**src/rtl/ttsc_pkg.sv**
```systemverilog
package ttsc_pkg;

    // Time base width; all time differences wrap at this width.
    localparam int TIME_BITS = 32;

    localparam int NOW_W  = 32;
    localparam int DIST_W = 12;
    localparam int HOLD_W = 16;
    localparam int DUTY_W = 8;
    localparam int CMD_W  = 2;
    localparam int MODE_W = 3;
    localparam int CFG_IDX_W  = 3;
    localparam int CFG_DATA_W = 16;

    localparam logic [DUTY_W-1:0] DUTY_SEARCH_ROTATE = DUTY_W'(150);

    typedef logic [TIME_BITS-1:0] t_time;

    typedef enum logic [0:0] {
        KIND_EVAL    = 1'b0,
        KIND_RESTART = 1'b1
    } t_kind;

    typedef enum logic [CMD_W-1:0] {
        CMD_FWD   = 2'd0,
        CMD_LEFT  = 2'd1,
        CMD_RIGHT = 2'd2
    } t_cmd;

    typedef enum logic [MODE_W-1:0] {
        MODE_ATTACK   = 3'd0,
        MODE_APPROACH = 3'd1,
        MODE_TRACK_L  = 3'd2,
        MODE_TRACK_R  = 3'd3,
        MODE_SEARCH   = 3'd4
    } t_mode;

    typedef enum logic [1:0] {
        SIDE_NONE  = 2'd0,
        SIDE_LEFT  = 2'd1,
        SIDE_RIGHT = 2'd2
    } t_side;

    // Search pattern phase, one-hot.
    typedef enum logic [1:0] {
        PH_FWD = 2'b01,
        PH_ROT = 2'b10
    } t_phase;

    typedef enum logic [CFG_IDX_W-1:0] {
        REG_ATTACK_RANGE = 3'd0,
        REG_HOLD_TIME    = 3'd1,
        REG_SEARCH_FWD   = 3'd2,
        REG_SEARCH_ROT   = 3'd3,
        REG_DUTY_ATTACK  = 3'd4,
        REG_DUTY_APPR    = 3'd5,
        REG_DUTY_TRACK   = 3'd6,
        REG_DUTY_SEARCH  = 3'd7
    } t_reg_idx;

    typedef struct packed {
        logic [DIST_W-1:0] strike_range_cm;
        logic [HOLD_W-1:0] hold_time_ms;
        logic [HOLD_W-1:0] search_forward_ms;
        logic [HOLD_W-1:0] search_rotate_ms;
        logic [DUTY_W-1:0] duty_attack;
        logic [DUTY_W-1:0] duty_approach;
        logic [DUTY_W-1:0] duty_track;
        logic [DUTY_W-1:0] duty_search;
    } t_cfg;

    typedef struct packed {
        logic              kind;
        logic [NOW_W-1:0]  now_ms;
        logic              left_seen;
        logic              right_seen;
        logic [DIST_W-1:0] left_dist_cm;
        logic [DIST_W-1:0] right_dist_cm;
    } t_item;

    typedef struct packed {
        logic              emit;
        logic [CMD_W-1:0]  drive_cmd;
        logic [DUTY_W-1:0] duty;
        logic [MODE_W-1:0] mode;
    } t_res;

endpackage

```
**src/rtl/ttsc_in_if.sv**
```systemverilog
interface ttsc_in_if;
    logic                          valid;
    logic                          ready;
    logic                          kind;
    logic [ttsc_pkg::NOW_W-1:0]    now_ms;
    logic                          left_seen;
    logic                          right_seen;
    logic [ttsc_pkg::DIST_W-1:0]   left_dist_cm;
    logic [ttsc_pkg::DIST_W-1:0]   right_dist_cm;

    modport source (
        output valid, kind, now_ms, left_seen, right_seen, left_dist_cm, right_dist_cm,
        input  ready
    );
    modport sink (
        input  valid, kind, now_ms, left_seen, right_seen, left_dist_cm, right_dist_cm,
        output ready
    );
endinterface

```
**src/rtl/ttsc_out_if.sv**
```systemverilog
interface ttsc_out_if;
    logic                          valid;
    logic                          ready;
    logic [ttsc_pkg::CMD_W-1:0]    drive_cmd;
    logic [ttsc_pkg::DUTY_W-1:0]   duty;
    logic [ttsc_pkg::MODE_W-1:0]   mode;

    modport source (
        output valid, drive_cmd, duty, mode,
        input  ready
    );
    modport sink (
        input  valid, drive_cmd, duty, mode,
        output ready
    );
endinterface

```
**src/rtl/ttsc_cfg.sv**
```systemverilog
module ttsc_cfg (
    input  logic                              i_clk,
    input  logic                              i_rst_n,
    input  logic                              i_cfg_we,
    input  logic [ttsc_pkg::CFG_IDX_W-1:0]    i_cfg_idx,
    input  logic [ttsc_pkg::CFG_DATA_W-1:0]   i_cfg_wdata,
    output ttsc_pkg::t_cfg                    o_cfg
);

    ttsc_pkg::t_cfg r_cfg;

    always_ff @(posedge i_clk) begin
        if (!i_rst_n) begin
            r_cfg.strike_range_cm   <= ttsc_pkg::DIST_W'(30);
            r_cfg.hold_time_ms      <= ttsc_pkg::HOLD_W'(500);
            r_cfg.search_forward_ms <= ttsc_pkg::HOLD_W'(800);
            r_cfg.search_rotate_ms  <= ttsc_pkg::HOLD_W'(600);
            r_cfg.duty_attack       <= ttsc_pkg::DUTY_W'(255);
            r_cfg.duty_approach     <= ttsc_pkg::DUTY_W'(180);
            r_cfg.duty_track        <= ttsc_pkg::DUTY_W'(150);
            r_cfg.duty_search       <= ttsc_pkg::DUTY_W'(120);
        end else if (i_cfg_we) begin
            case (ttsc_pkg::t_reg_idx'(i_cfg_idx))
                ttsc_pkg::REG_ATTACK_RANGE:
                    r_cfg.strike_range_cm <= i_cfg_wdata[ttsc_pkg::DIST_W-1:0];
                ttsc_pkg::REG_HOLD_TIME:   r_cfg.hold_time_ms      <= i_cfg_wdata;
                ttsc_pkg::REG_SEARCH_FWD:  r_cfg.search_forward_ms <= i_cfg_wdata;
                ttsc_pkg::REG_SEARCH_ROT:  r_cfg.search_rotate_ms  <= i_cfg_wdata;
                ttsc_pkg::REG_DUTY_ATTACK:
                    r_cfg.duty_attack   <= i_cfg_wdata[ttsc_pkg::DUTY_W-1:0];
                ttsc_pkg::REG_DUTY_APPR:
                    r_cfg.duty_approach <= i_cfg_wdata[ttsc_pkg::DUTY_W-1:0];
                ttsc_pkg::REG_DUTY_TRACK:
                    r_cfg.duty_track    <= i_cfg_wdata[ttsc_pkg::DUTY_W-1:0];
                ttsc_pkg::REG_DUTY_SEARCH:
                    r_cfg.duty_search   <= i_cfg_wdata[ttsc_pkg::DUTY_W-1:0];
                default: ;
            endcase
        end
    end

    assign o_cfg = r_cfg;

endmodule

```
**src/rtl/ttsc_eval.sv**
```systemverilog
module ttsc_eval (
    input  logic              i_clk,
    input  logic              i_rst_n,
    input  logic              i_adv,
    input  ttsc_pkg::t_item   i_item,
    input  ttsc_pkg::t_cfg    i_cfg,
    output ttsc_pkg::t_res    o_res
);

    ttsc_pkg::t_phase r_phase, n_phase;
    ttsc_pkg::t_time  r_phase_start, n_phase_start;
    ttsc_pkg::t_time  r_last_sight, n_last_sight;
    ttsc_pkg::t_side  r_side, n_side;
    logic             r_centered, n_centered;
    logic             r_close, n_close;

    ttsc_pkg::t_time  w_now;
    ttsc_pkg::t_time  w_since_sight;
    ttsc_pkg::t_time  w_elapsed;
    logic             w_in_hold;
    ttsc_pkg::t_res   w_res;

    assign w_now         = ttsc_pkg::TIME_BITS'(i_item.now_ms);
    assign w_since_sight = w_now - r_last_sight;
    assign w_elapsed     = w_now - r_phase_start;
    // A last sighting of zero reads as never seen.
    assign w_in_hold = (r_last_sight != '0)
                    && (w_since_sight < ttsc_pkg::TIME_BITS'(i_cfg.hold_time_ms));

    always_comb begin
        n_phase       = r_phase;
        n_phase_start = r_phase_start;
        n_last_sight  = r_last_sight;
        n_side        = r_side;
        n_centered    = r_centered;
        n_close       = r_close;
        w_res.emit      = 1'b1;
        w_res.drive_cmd = ttsc_pkg::CMD_FWD;
        w_res.duty      = i_cfg.duty_search;
        w_res.mode      = ttsc_pkg::MODE_SEARCH;

        if (i_item.kind == ttsc_pkg::KIND_RESTART) begin
            n_phase       = ttsc_pkg::PH_FWD;
            n_phase_start = w_now;
            w_res.emit    = 1'b0;
        end else if (i_item.left_seen || i_item.right_seen) begin
            n_last_sight  = w_now;
            n_phase       = ttsc_pkg::PH_FWD;
            n_phase_start = w_now;
            if (i_item.left_seen && i_item.right_seen) begin
                n_centered = 1'b1;
                n_close    = (i_item.left_dist_cm < i_cfg.strike_range_cm)
                          && (i_item.right_dist_cm < i_cfg.strike_range_cm);
                // Ties count as right.
                n_side = (i_item.left_dist_cm < i_item.right_dist_cm)
                       ? ttsc_pkg::SIDE_LEFT : ttsc_pkg::SIDE_RIGHT;
                w_res.drive_cmd = ttsc_pkg::CMD_FWD;
                w_res.duty = n_close ? i_cfg.duty_attack : i_cfg.duty_approach;
                w_res.mode = n_close ? ttsc_pkg::MODE_ATTACK : ttsc_pkg::MODE_APPROACH;
            end else begin
                n_centered = 1'b0;
                n_close    = 1'b0;
                w_res.duty = i_cfg.duty_track;
                if (i_item.left_seen) begin
                    n_side          = ttsc_pkg::SIDE_LEFT;
                    w_res.drive_cmd = ttsc_pkg::CMD_LEFT;
                    w_res.mode      = ttsc_pkg::MODE_TRACK_L;
                end else begin
                    n_side          = ttsc_pkg::SIDE_RIGHT;
                    w_res.drive_cmd = ttsc_pkg::CMD_RIGHT;
                    w_res.mode      = ttsc_pkg::MODE_TRACK_R;
                end
            end
        end else if (w_in_hold) begin
            // Repeat the last decision.
            if (r_centered) begin
                w_res.drive_cmd = ttsc_pkg::CMD_FWD;
                w_res.duty = r_close ? i_cfg.duty_attack : i_cfg.duty_approach;
                w_res.mode = r_close ? ttsc_pkg::MODE_ATTACK : ttsc_pkg::MODE_APPROACH;
            end else if (r_side == ttsc_pkg::SIDE_LEFT) begin
                w_res.drive_cmd = ttsc_pkg::CMD_LEFT;
                w_res.duty      = i_cfg.duty_track;
                w_res.mode      = ttsc_pkg::MODE_TRACK_L;
            end else if (r_side == ttsc_pkg::SIDE_RIGHT) begin
                w_res.drive_cmd = ttsc_pkg::CMD_RIGHT;
                w_res.duty      = i_cfg.duty_track;
                w_res.mode      = ttsc_pkg::MODE_TRACK_R;
            end else begin
                w_res.drive_cmd = ttsc_pkg::CMD_FWD;
                w_res.duty      = i_cfg.duty_approach;
                w_res.mode      = ttsc_pkg::MODE_APPROACH;
            end
        end else begin
            case (r_phase)
                ttsc_pkg::PH_FWD: begin
                    w_res.drive_cmd = ttsc_pkg::CMD_FWD;
                    w_res.duty      = i_cfg.duty_search;
                    if (w_elapsed >= ttsc_pkg::TIME_BITS'(i_cfg.search_forward_ms)) begin
                        n_phase       = ttsc_pkg::PH_ROT;
                        n_phase_start = w_now;
                    end
                end
                default: begin
                    w_res.drive_cmd = (r_side == ttsc_pkg::SIDE_RIGHT)
                                    ? ttsc_pkg::CMD_RIGHT : ttsc_pkg::CMD_LEFT;
                    w_res.duty      = ttsc_pkg::DUTY_SEARCH_ROTATE;
                    if (w_elapsed >= ttsc_pkg::TIME_BITS'(i_cfg.search_rotate_ms)) begin
                        n_phase       = ttsc_pkg::PH_FWD;
                        n_phase_start = w_now;
                    end
                end
            endcase
        end
    end

    always_ff @(posedge i_clk) begin
        if (!i_rst_n) begin
            r_phase       <= ttsc_pkg::PH_ROT;
            r_phase_start <= '0;
            r_last_sight  <= '0;
            r_side        <= ttsc_pkg::SIDE_NONE;
            r_centered    <= 1'b0;
            r_close       <= 1'b0;
        end else if (i_adv) begin
            r_phase       <= n_phase;
            r_phase_start <= n_phase_start;
            r_last_sight  <= n_last_sight;
            r_side        <= n_side;
            r_centered    <= n_centered;
            r_close       <= n_close;
        end
    end

    assign o_res = w_res;

endmodule

```
**src/rtl/target_track_search_controller_core.sv**
```systemverilog
// Channel   Dir  Modport  Payload                                          Beat when
// i_evt     in   sink     kind, now_ms, left/right_seen, left/right_dist   valid && ready
// o_res     out  source   drive_cmd, duty, mode                            valid && ready
// i_cfg_*   in   -        i_cfg_idx, i_cfg_wdata                           i_cfg_we
//
// One item per cycle sustained while no output stall holds the flow; the input beat loads
// the input register and the decision logic then loads the result register from it, so
// every result beat comes through both registers after its input beat.
// The tracking state updates as an item leaves the input register, so the next item
// sees it in the following cycle.
// Restart items update the search state and give no result beat.
// Synchronous active-low reset restores register defaults and the search state.
// An output stall backs up into the input register; i_evt.ready drops only when both hold.
module target_track_search_controller_core (
    input  logic                              i_clk,
    input  logic                              i_rst_n,
    ttsc_in_if.sink                           i_evt,
    ttsc_out_if.source                        o_res,
    input  logic                              i_cfg_we,
    input  logic [ttsc_pkg::CFG_IDX_W-1:0]    i_cfg_idx,
    input  logic [ttsc_pkg::CFG_DATA_W-1:0]   i_cfg_wdata
);

    ttsc_pkg::t_cfg  w_cfg;
    ttsc_pkg::t_res  w_res;

    // Input register.
    logic            r_in_valid;
    ttsc_pkg::t_item r_in;

    // Result register.
    logic                        r_out_valid;
    logic [ttsc_pkg::CMD_W-1:0]  r_out_cmd;
    logic [ttsc_pkg::DUTY_W-1:0] r_out_duty;
    logic [ttsc_pkg::MODE_W-1:0] r_out_mode;

    logic w_out_free;
    logic w_adv;
    logic w_in_take;

    ttsc_cfg u_cfg (
        .i_clk       (i_clk),
        .i_rst_n     (i_rst_n),
        .i_cfg_we    (i_cfg_we),
        .i_cfg_idx   (i_cfg_idx),
        .i_cfg_wdata (i_cfg_wdata),
        .o_cfg       (w_cfg)
    );

    ttsc_eval u_eval (
        .i_clk   (i_clk),
        .i_rst_n (i_rst_n),
        .i_adv   (w_adv),
        .i_item  (r_in),
        .i_cfg   (w_cfg),
        .o_res   (w_res)
    );

    // The result register can take a new beat when empty or draining this cycle.
    assign w_out_free = !r_out_valid || o_res.ready;
    // Advance the held item when it emits nothing or its result has room.
    assign w_adv      = r_in_valid && (!w_res.emit || w_out_free);
    assign i_evt.ready = !r_in_valid || w_adv;
    assign w_in_take  = i_evt.valid && i_evt.ready;

    always_ff @(posedge i_clk) begin
        if (!i_rst_n) begin
            r_in_valid <= 1'b0;
        end else if (w_in_take) begin
            r_in_valid <= 1'b1;
        end else if (w_adv) begin
            r_in_valid <= 1'b0;
        end
    end

    always_ff @(posedge i_clk) begin
        if (w_in_take) begin
            r_in.kind          <= i_evt.kind;
            r_in.now_ms        <= i_evt.now_ms;
            r_in.left_seen     <= i_evt.left_seen;
            r_in.right_seen    <= i_evt.right_seen;
            r_in.left_dist_cm  <= i_evt.left_dist_cm;
            r_in.right_dist_cm <= i_evt.right_dist_cm;
        end
    end

    always_ff @(posedge i_clk) begin
        if (!i_rst_n) begin
            r_out_valid <= 1'b0;
        end else if (w_adv && w_res.emit) begin
            r_out_valid <= 1'b1;
        end else if (o_res.ready) begin
            r_out_valid <= 1'b0;
        end
    end

    always_ff @(posedge i_clk) begin
        if (w_adv && w_res.emit) begin
            r_out_cmd  <= w_res.drive_cmd;
            r_out_duty <= w_res.duty;
            r_out_mode <= w_res.mode;
        end
    end

    assign o_res.valid     = r_out_valid;
    assign o_res.drive_cmd = r_out_cmd;
    assign o_res.duty      = r_out_duty;
    assign o_res.mode      = r_out_mode;

    // Input side stalls only while an item waits in the input register.
    a_stall_needs_item: assert property (@(posedge i_clk) disable iff (!i_rst_n)
        !i_evt.ready |-> r_in_valid)
        else $error("input stalled with empty input register");

    // A restart item leaving into a free result register adds no result beat.
    a_restart_silent: assert property (@(posedge i_clk) disable iff (!i_rst_n)
        (w_adv && r_in.kind == ttsc_pkg::KIND_RESTART && w_out_free) |=> !r_out_valid)
        else $error("restart item produced a result");

    // A held item stays put until it advances.
    a_held_item_stable: assert property (@(posedge i_clk) disable iff (!i_rst_n)
        (r_in_valid && !w_adv) |=> (r_in_valid && $stable(r_in)))
        else $error("stalled input register changed");

    // A pending result is never overwritten before it is taken.
    a_no_overwrite: assert property (@(posedge i_clk) disable iff (!i_rst_n)
        (r_out_valid && !o_res.ready) |-> !(w_adv && w_res.emit))
        else $error("result register overwritten while stalled");

endmodule
```
**src/flat_wrapper.sv**
```systemverilog
// flat-port wrapper written by rule: the top's interface ports become plain ports
module target_track_search_controller_core_flat 
  (i_clk, i_rst_n, i_cfg_we, i_cfg_idx, i_cfg_wdata, i_evt_valid, i_evt_kind, i_evt_now_ms, i_evt_left_seen, i_evt_right_seen, i_evt_left_dist_cm, i_evt_right_dist_cm, i_evt_ready, o_res_valid, o_res_drive_cmd, o_res_duty, o_res_mode, o_res_ready);
  ttsc_in_if i_evt_i ();
  ttsc_out_if o_res_i ();
  input  logic i_clk;
  input  logic i_rst_n;
  input  logic i_cfg_we;
  input  logic [ttsc_pkg::CFG_IDX_W-1:0] i_cfg_idx;
  input  logic [ttsc_pkg::CFG_DATA_W-1:0] i_cfg_wdata;
  input wire logic [$bits(i_evt_i.valid)-1:0] i_evt_valid;
  input wire logic [$bits(i_evt_i.kind)-1:0] i_evt_kind;
  input wire logic [$bits(i_evt_i.now_ms)-1:0] i_evt_now_ms;
  input wire logic [$bits(i_evt_i.left_seen)-1:0] i_evt_left_seen;
  input wire logic [$bits(i_evt_i.right_seen)-1:0] i_evt_right_seen;
  input wire logic [$bits(i_evt_i.left_dist_cm)-1:0] i_evt_left_dist_cm;
  input wire logic [$bits(i_evt_i.right_dist_cm)-1:0] i_evt_right_dist_cm;
  output wire logic [$bits(i_evt_i.ready)-1:0] i_evt_ready;
  output wire logic [$bits(o_res_i.valid)-1:0] o_res_valid;
  output wire logic [$bits(o_res_i.drive_cmd)-1:0] o_res_drive_cmd;
  output wire logic [$bits(o_res_i.duty)-1:0] o_res_duty;
  output wire logic [$bits(o_res_i.mode)-1:0] o_res_mode;
  input wire logic [$bits(o_res_i.ready)-1:0] o_res_ready;
  assign i_evt_i.valid = i_evt_valid;
  assign i_evt_i.kind = i_evt_kind;
  assign i_evt_i.now_ms = i_evt_now_ms;
  assign i_evt_i.left_seen = i_evt_left_seen;
  assign i_evt_i.right_seen = i_evt_right_seen;
  assign i_evt_i.left_dist_cm = i_evt_left_dist_cm;
  assign i_evt_i.right_dist_cm = i_evt_right_dist_cm;
  assign i_evt_ready = i_evt_i.ready;
  assign o_res_valid = o_res_i.valid;
  assign o_res_drive_cmd = o_res_i.drive_cmd;
  assign o_res_duty = o_res_i.duty;
  assign o_res_mode = o_res_i.mode;
  assign o_res_i.ready = o_res_ready;
  target_track_search_controller_core u_core (.i_clk(i_clk), .i_rst_n(i_rst_n), .i_evt(i_evt_i), .o_res(o_res_i), .i_cfg_we(i_cfg_we), .i_cfg_idx(i_cfg_idx), .i_cfg_wdata(i_cfg_wdata));
endmodule
```
**config.mk**
```make
export PLATFORM = sky130hd
export DESIGN_NAME = target_track_search_controller_core_flat
export DESIGN_NICKNAME = d
export VERILOG_FILES = /design/src/rtl/ttsc_pkg.sv /design/src/rtl/ttsc_in_if.sv /design/src/rtl/ttsc_out_if.sv /design/src/rtl/ttsc_cfg.sv /design/src/rtl/ttsc_eval.sv /design/src/rtl/target_track_search_controller_core.sv /design/src/flat_wrapper.sv
export SDC_FILE = /design/constraint.sdc
export NUM_CORES = 1
export LEC_CHECK = 0
export BUFFER_PORTS_ARGS = -buffer_cell sky130_fd_sc_hd__buf_2
export CAP_MARGIN = 20
export CORE_MARGIN = 2
export CORE_UTILIZATION = 35
export CTS_BUF_LIST = sky130_fd_sc_hd__clkbuf_2 sky130_fd_sc_hd__clkbuf_4 sky130_fd_sc_hd__clkbuf_8
export DETAILED_ROUTE_END_ITERATION = 6
export GPL_TIMING_DRIVEN = 0
export PLACE_DENSITY = 0.6
export SLEW_MARGIN = 20
export SYNTH_ARGS = -nofsm -noshare
export SYNTH_HDL_FRONTEND = slang
export SYNTH_HIERARCHICAL = 1
export SYNTH_SLANG_ARGS = --single-unit
```
**constraint.sdc**
```tcl
create_clock -name i_clk -period 7.52 [get_ports i_clk]
set_clock_uncertainty 0.2 [all_clocks]
set_input_delay 0.752 -clock i_clk [delete_from_list [all_inputs] [get_ports i_clk]]
set_output_delay 0.752 -clock i_clk [all_outputs]
set_load 0.03 [all_outputs]
```
==> results of run 1 <==
[layout make-up]
type / count / area (um2)
fillers: 4403 / 26300
multi-input cells: 1311 / 9210
flip-flops and latches: 236 / 5450
clock buffers: 65 / 813
well taps: 592 / 741
inverters: 148 / 556
repair buffers: 94 / 485
plain buffers: 81 / 369
clock inverters: 10 / 57.6
diodes: 2 / 5.00
[layout by cell type (no fill, tap or decap), types with 15 or more instances in the layout]
master | netlist | final
sky130_fd_sc_hd__o211ai_1 | 19 | 19
sky130_fd_sc_hd__buf_2 | 8 | 101
sky130_fd_sc_hd__nand3_1 | 19 | 19
sky130_fd_sc_hd__inv_1 | 148 | 148
sky130_fd_sc_hd__a21o_1 | 33 | 33
sky130_fd_sc_hd__o21a_1 | 15 | 15
sky130_fd_sc_hd__nor3_1 | 18 | 18
sky130_fd_sc_hd__nand4_1 | 28 | 28
sky130_fd_sc_hd__ha_1 | 145 | 145
sky130_fd_sc_hd__xor2_1 | 16 | 16
sky130_fd_sc_hd__clkbuf_1 | 63 | 63
sky130_fd_sc_hd__edfxtp_1 | 72 | 72
sky130_fd_sc_hd__a21boi_0 | 44 | 44
sky130_fd_sc_hd__nor2b_1 | 60 | 60
sky130_fd_sc_hd__a21oi_1 | 90 | 90
sky130_fd_sc_hd__nand2b_1 | 26 | 26
sky130_fd_sc_hd__clkbuf_8 | 0 | 52
sky130_fd_sc_hd__dfxtp_1 | 164 | 164
sky130_fd_sc_hd__nor2_1 | 73 | 72
sky130_fd_sc_hd__mux2i_1 | 150 | 150
sky130_fd_sc_hd__nand2_1 | 294 | 294
sky130_fd_sc_hd__a211o_1 | 15 | 15
sky130_fd_sc_hd__nor4_1 | 15 | 15
sky130_fd_sc_hd__xnor2_1 | 24 | 24
sky130_fd_sc_hd__o21ai_0 | 73 | 73
[worst register-to-register path: cells and delay by family, from the launching register on]
kind	cells	cell delay, ps
and+or+nand+nor	4	1530
xor gates and xnor gates	1	150
muxes	1	80
adders and majority gates	2	730
AOI/OAI and AO/OA	10	2160
buffers and inverters	1	240
DFF	1	490
[path summary, 6_finish.rpt]
path	start	to	slack, ps
min reg2reg	u_core/u_eval/r_phase_start[18]	u_core/u_eval/r_phase_start[18]	250
max	u_core/r_in[33]	u_core/o_res.duty[6]	1650
min	i_evt_now_ms[22]	u_core/r_in[48]	130
max reg2reg	u_core/r_in[33]	u_core/o_res.duty[6]	1650
[power breakdown]
| part | leakage, nW | internal [W] | switching, W |
|---|---|---|---|
| combinational | 4.81 | 0.000272 | 0.000413 |
| sequential | 2.03 | 0.00136 | 0.0000432 |
| clock | 0.470 | 0.000689 | 0.000547 |
| total | 7.31 | 0.00233 | 0.00100 |
[metal layers]
layer / wire length [um] / share of wire (%)
met5: 0 / 0
met2: 20500 / 47
met1: 20800 / 48
met3: 1500 / 3.4
met4: 904 / 2.1
[cells by family after synthesis]
logic type / Yosys count / share of synthesized area [%]
compound gates: 373 / 16.3
xor+xnor: 40 / 2.25
fa+ha+maj: 147 / 11.9
buf+inv: 229 / 5.94
flops: 236 / 35.0
mux: 159 / 10.3
simple gates: 592 / 18.3
[state kept, by name (all words and copies together) (netlist names), 2 cells and up]
signal                       count
u_core/r_in                     59
u_core/o_res.duty                8
u_core/u_eval/r_phase            2
u_core/u_eval/r_phase_start     32
u_core/u_cfg/o_cfg              92
u_core/o_res.drive_cmd           2
u_core/u_eval/r_last_sight      32
u_core/o_res.mode                3
u_core/u_eval/r_side             2
[metrics by stage]
| step | hold WS [ps] | worst slack (ps) | std cells |
|---|---|---|---|
| after floorplan | 231 | 2610 | 1776 |
| after global placement | 243 | 1710 | 2461 |
| after detailed placement | 243 | 1700 | 2462 |
| after CTS | 79.4 | 1660 | 2537 |
| after global routing | 93.8 | 1250 | 2538 |
| final | 130 | 1650 | 2539 |
==> PnR_summary.wiki, run 1 <==
{| class="wikitable"
! Metric !! Value
|-
| Maximum number of pins on one net before global-route repair || 33
|-
| Crit Path Max Fanout || 10
|-
| Total power density per cell area || 188 nW/um2
|-
| Max-slew violations || 0
|-
| Number of buffers added on ports || 93
|-
| Critical path capture point type || flop
|-
| Area overhead of the layout relative to synthesis || 13.5%
|-
| Total stage count of the critical path || 19
|-
| Die X || 215 um
|-
| Number of distinct standard cells referenced by the synthesized netlist || 90
|-
| Routability congestion estimate || 0.903
|-
| Max-cap viol count || 0
|-
| Maximum vdd ir drop || 0.0823 mV
|-
| Data required, critical path || 7640 ps
|-
| # nets final || 2,143
|-
| CP arrival || 5990 ps
|-
| Routed via count || 13,100
|-
| Cell count of the worst reg-to-reg path || 19
|-
| Floorplan die height || 215 um
|-
| Critical path type || flop to flop
|-
| Fraction of synthesized cell area taken by the top area cell type || 21.1%
|-
| Most used routing layer || met2
|-
| Number of gates given a new drive strength after cts || 0
|-
| Final std cell area, no fill || 17,700 um2
|-
| Number of synthesis warnings || 6
|-
| Total routing resource utilization after global routing || 18.7%
|-
| Number of design-rule violations left by the first detailed-router iteration || 922
|-
| Cell chain of the critical path || ha_1 > a21oi_1 > a21oi_1 > nor3_1 > a21o_1 > nand2_1 > xor2_1 > ha_1 > a21o_1 > a21oi_1 > o22ai_1 > nor4_1 > o21ai_0 > a2111oi_4 > o2111ai_2 > nor4_4 > buf_6 > mux2i_1 > a22o_1
|-
| List of most frequent post-synthesis cells || 294 x sky130_fd_sc_hd__nand2_1, 164 x sky130_fd_sc_hd__dfxtp_1, 150 x sky130_fd_sc_hd__mux2i_1
|-
| Top cell family by delay on the critical path || compound AO/OA/AOI/OAI gates
|-
| Most area-consuming cells after synthesis || sky130_fd_sc_hd__dfxtp_1 21%, sky130_fd_sc_hd__edfxtp_1 14%, sky130_fd_sc_hd__ha_1 12%, sky130_fd_sc_hd__mux2i_1 9.6%, sky130_fd_sc_hd__nand2_1 7.1%
|-
| Ratio of cells with drive above 1 in the final layout || 11.4%
|-
| Relative slew slack || 29.9%
|-
| Clock Path Buffers || 3
|-
| Floorplan row count || 77
|-
| Class of the most critical hold timing path || input pin to flop
|-
| Number of levels in the clock H-tree || 2
|-
| Highest clock frequency the design can meet || 170 MHz
|-
| Average wire length per cell after detail routing || 17.2 um
|-
| Most Frequent Cell on Critical Path || sky130_fd_sc_hd__a21oi_1
|-
| Number of post-CTS setup repair buffers || 0
|-
| Post-layout util || 40.2%
|-
| Skew-Pair Late Insertion Delay || 600 ps
|-
| Final setup violation count || 0
|-
| Met2 usage in global routing || 31.8%
|-
| Crit path time final || 5870 ps
|-
| First-pass GRT wire length || 69.3 mm
|-
| CP max-delay cell || sky130_fd_sc_hd__nor4_4
|-
| Met3 GRT Util || 2.68%
|-
| Number of flip-flops and latches in the synthesized netlist || 236
|-
| Routed Wire Length || 43.7 mm
|-
| Result of the run || finished clean
|-
| Critical path startpoint category || flop
|-
| Remaining DRCs || 0
|-
| Avg Inst Size Synth || 8.77 um2
|-
| Final HPWL from detailed placement || 34.5 mm
|-
| Setup repair after global routing missed its margin || no
|-
| Transition time at the pin with the least slew margin || 1040 ps
|-
| Quantity of hold-fixing buffers added after cts || 0
|-
| Clock root buffer || sky130_fd_sc_hd__clkbuf_8
|-
| Cell count of the worst hold path || 1
|-
| Gate Count Post-Synth || 1,776
|-
| Routed vias/inst || 5.17
|-
| Grt ovf || 0
|-
| Area of the core || 44,000 um2
|-
| TritonRoute pass-1 iters || 7
|-
| Effective utilization at floorplan || 35.4%
|-
| TritonCTS Sinks || 236
|-
| Setup_tns || 0 ps
|-
| Dominant register cell in the synthesized netlist || sky130_fd_sc_hd__dfxtp_1
|-
| Part of the cycle the worst path needs || 78.1%
|-
| Total buffers and inverters traversed by the critical path || 1
|-
| Highest cell delay on the worst timing path || 680 ps
|-
| Total die area || 46,200 um2
|-
| Area after detailed placement || 16,800 um2
|-
| Post-synthesis instance area || 15,600 um2
|-
| TritonCTS clock tree || built
|-
| Number of buffers added by the clock tree synthesis step || 41
|-
| Met1 track demand over resource || 24.6%
|-
| Dominant cell type by area after synthesis || sky130_fd_sc_hd__dfxtp_1
|-
| EDFF count, synth || 72
|-
| I/O pin count || 98
|-
| Mapped Nets || 2,006
|-
| Part of the Yosys area used for sequential elements || 35.0%
|-
| Worst-path clk slew || 60 ps
|-
| Number of global-route vias before repair || 13,000
|-
| Hold Fails Final Rpt || 0
|-
| Total power || 0.00333 W
|-
| Dominant cell by count in the synthesized netlist || sky130_fd_sc_hd__nand2_1
|-
| Antenna-violating nets left || 0
|-
| Leakage power total || 7.31 nW
|-
| Number of antenna violations at the first check in global routing || 1
|-
| Share of flip-flops with an asynchronous set or reset || 0%
|}
Note: power is estimated with default switching activity, not from simulation.
==> run 2: changes to the inputs <==
Settings changed: PLACE_DENSITY 0.6 to 0.62.
Clock period 7.52 ns to 4.91 ns, I/O delays scaled along.
==> PnR_summary.wiki, run 2 (synthesis gave the netlist of run 1 again) <==
{| class="wikitable"
! Metric !! Value
|-
| Crit path time final || 4990 ps
|-
| Violations in the final reports || setup timing
|-
| Inst Count DP || 2,462
|-
| Most frequent cells in the layout || 291 x sky130_fd_sc_hd__nand2_1, 164 x sky130_fd_sc_hd__dfxtp_1, 150 x sky130_fd_sc_hd__mux2i_1
|-
| Max FFs per register || 92
|-
| Class of the most critical hold timing path || input pin to flop
|-
| Launching point of the worst reg2reg path || u_core/r_in[35]
|-
| Number of design-rule violations left by the first detailed-router iteration || 1,031
|-
| Worst-path clk slew || 70 ps
|-
| Grt ovf || 0
|-
| Highest clock frequency the design can meet || 201 MHz
|-
| Data required, critical path || 5160 ps
|-
| Ratio of cells with drive above 1 in the final layout || 15.1%
|-
| Critical path type || flop to flop
|-
| Routability congestion estimate || 0.916
|-
| Final HPWL from detailed placement || 34.4 mm
|-
| Die X || 215 um
|-
| Total power density per cell area || 279 nW/um2
|-
| # nets final || 2,246
|-
| Antenna-violating nets left || 0
|-
| Floorplan die height || 215 um
|-
| Area of the core || 44,000 um2
|-
| Highest cell delay on the worst timing path || 500 ps
|-
| Cell chain of the critical path || buf_4 > ha_2 > nand2_1 > nor4_1 > o21ai_1 > a21oi_2 > xor2_2 > ha_1 > a211o_1 > a2111oi_4 > o21ai_1 > o211ai_1 > o31ai_1 > nor4_1 > and4_4 > nor2_4 > buf_6 > o21ba_1
|-
| Total stage count of the critical path || 18
|-
| Part of the cycle the worst path needs || 102%
|-
| CP arrival || 5240 ps
|-
| Number of antenna violations at the first check in global routing || 0
|-
| Top cell family by delay on the critical path || compound AO/OA/AOI/OAI gates
|-
| CP max-delay cell || sky130_fd_sc_hd__edfxtp_1
|-
| Least setup slack across all paths after layout || -77.0 ps
|-
| Most common library cell in the layout ignoring fill and taps || sky130_fd_sc_hd__nand2_1
|-
| Hold Fails Final Rpt || 0
|-
| I/O pin count || 98
|-
| Crit Path Max Fanout || 6
|-
| TritonRoute pass-1 iters || 5
|-
| Reg-to-reg slack, setup || -80 ps
|-
| Critical path capture point type || flop
|-
| Leakage power total || 7.85 nW
|-
| Effective utilization at floorplan || 35.4%
|-
| Total routing resource utilization after global routing || 19.3%
|-
| Number of cells in the finished layout apart from fillers || 2,640
|-
| Skew-Pair Late Insertion Delay || 570 ps
|-
| Maximum number of pins on one net before global-route repair || 33
|-
| Maximum vdd ir drop || 0.210 mV
|-
| Clock Path Buffers || 3
|-
| Number of buffers added by the clock tree synthesis step || 42
|-
| Routed Wire Length || 46.0 mm
|-
| Result of the run || finished with violations
|-
| Average wire length per cell after detail routing || 17.4 um
|-
| Total power || 0.00529 W
|-
| Reg2reg end || u_core/u_eval/r_phase[0]
|-
| Area occupied by multi-input gates || 9480 um2
|-
| TritonCTS Sinks || 236
|-
| TritonCTS clock tree || built
|-
| Post-layout util || 43.1%
|-
| Critical path startpoint category || flop
|-
| Setup repair after global routing missed its margin || yes
|-
| Area used by sequential logic in the layout || 5450 um2
|-
| Number of levels in the clock H-tree || 2
|-
| Max-cap viol count || 0
|-
| Cell count of the worst reg-to-reg path || 18
|-
| Relative slew slack || 28.3%
|-
| Transition time at the pin with the least slew margin || 1060 ps
|-
| Number of global-route vias before repair || 13,600
|-
| Number of buffers added on ports || 93
|-
| Final setup violation count || 40
|-
| Total buffers and inverters traversed by the critical path || 2
|-
| Area overhead of the layout relative to synthesis || 21.7%
|-
| Remaining DRCs || 0
|-
| Fill cell total of the finished layout || 4,376
|-
| Critical path launch point || u_core/r_in[35]
|-
| Floorplan row count || 77
|-
| Worst Hold Slack || 27.1 ps
|-
| Clock root buffer || sky130_fd_sc_hd__clkbuf_8
|-
| Total die area || 46,200 um2
|-
| Worst setup path endpoint || u_core/u_eval/r_phase[0]
|-
| Routed via count || 13,700
|-
| First-pass GRT wire length || 72.0 mm
|-
| Max-slew violations || 0
|-
| Routed vias/inst || 5.18
|}
-- run 2: cell types whose count changed in the layout (fill, tap and decap cells not counted), sizes merged --
cell         previous run  this run
buf                   111       152
bufinv                  0         1
clkbuf                129       126
clkinvlp                1         0
diode                   2         1
dlygate4sd3             0        62
inv                   149       151
-- run 2: layout make-up --
class	instances	share of cell area, %
sequential	236	28.7
timing repair buffer	198	7.72
clock inverter	12	0.495
inverter	148	2.93
buffer	79	2.01
antenna	1	0.0132
tap	592	3.91
multi-input combinational	1311	50.0
clock buffer	63	4.21
-- run 2: worst reg2reg max path, cell delays in order, from the launching register on --
cell	delay (ps)
sky130_fd_sc_hd__edfxtp_1	500
sky130_fd_sc_hd__buf_4	190
sky130_fd_sc_hd__ha_2	380
sky130_fd_sc_hd__nand2_1	120
sky130_fd_sc_hd__nor4_1	330
sky130_fd_sc_hd__o21ai_1	220
sky130_fd_sc_hd__a21oi_2	280
sky130_fd_sc_hd__xor2_2	240
sky130_fd_sc_hd__ha_1	280
sky130_fd_sc_hd__a211o_1	340
sky130_fd_sc_hd__a2111oi_4	200
sky130_fd_sc_hd__o21ai_1	110
sky130_fd_sc_hd__o211ai_1	230
sky130_fd_sc_hd__o31ai_1	140
sky130_fd_sc_hd__nor4_1	320
sky130_fd_sc_hd__and4_4	320
sky130_fd_sc_hd__nor2_4	90
sky130_fd_sc_hd__buf_6	190
sky130_fd_sc_hd__o21ba_1	170
-- run 2: how the worst min path moves through the flow --
stage,from,end,slack [ps],cells past startpoint
2_1_floorplan,u_core/u_cfg/o_cfg[64],u_core/u_cfg/o_cfg[64],230,2
3_3_place_gp,u_core/u_eval/r_phase_start[11],u_core/u_eval/r_phase_start[11],240,2
3_5_place_dp,u_core/u_eval/r_phase_start[29],u_core/u_eval/r_phase_start[29],250,2
4_1_cts,o_res_ready,u_core/o_res.valid,1,3
5_1_grt,i_cfg_wdata[8],u_core/u_cfg/o_cfg[88],20,3
6_report,i_cfg_wdata[8],u_core/u_cfg/o_cfg[40],30,3
-- run 2: where the power goes --
part	leakage, nW	switching [W]	internal [W]	total, W
Sequential	2.03	0.0000654	0.00209	0.00215
Combinational	5.33	0.000682	0.000501	0.00118
Clock	0.483	0.000851	0.00110	0.00195
-- run 2: timing repair --
| item | CTS | global route |
|---|---|---|
| hold buffers | 62 | 0 |
| hold endpoints to repair | 62 | 0 |
| gates resized for setup | 50 | 25 |
| setup buffers | 31 | 8 |
| setup endpoints to repair | 47 | 47 |
| cloned | 1 | 1 |
| pin swaps | 34 | 16 |
-- run 2: routing by layer --
layer | routed length, um | GRT usage (%) | up-vias
met1 | 20600 | 24.7 | 6573
met5 | 0 | 0 | -
met4 | 1170 | 6.04 | 0
met3 | 1770 | 2.29 | 78
met2 | 22400 | 33.8 | 286
li1 | - | - | 6743
-- run 2: metrics by stage --
stage | setup TNS, ps | instance area (um2) | worst slack (ps)
final | -982 | 19000 | -77.0
after global routing | -8750 | 19000 | -228
after CTS | -13.1 | 18800 | -13.1
after detailed placement | -35660 | 16800 | -918
after global placement | -33820 | 16800 | -888
after floorplan | 0 | 15600 | 1.56
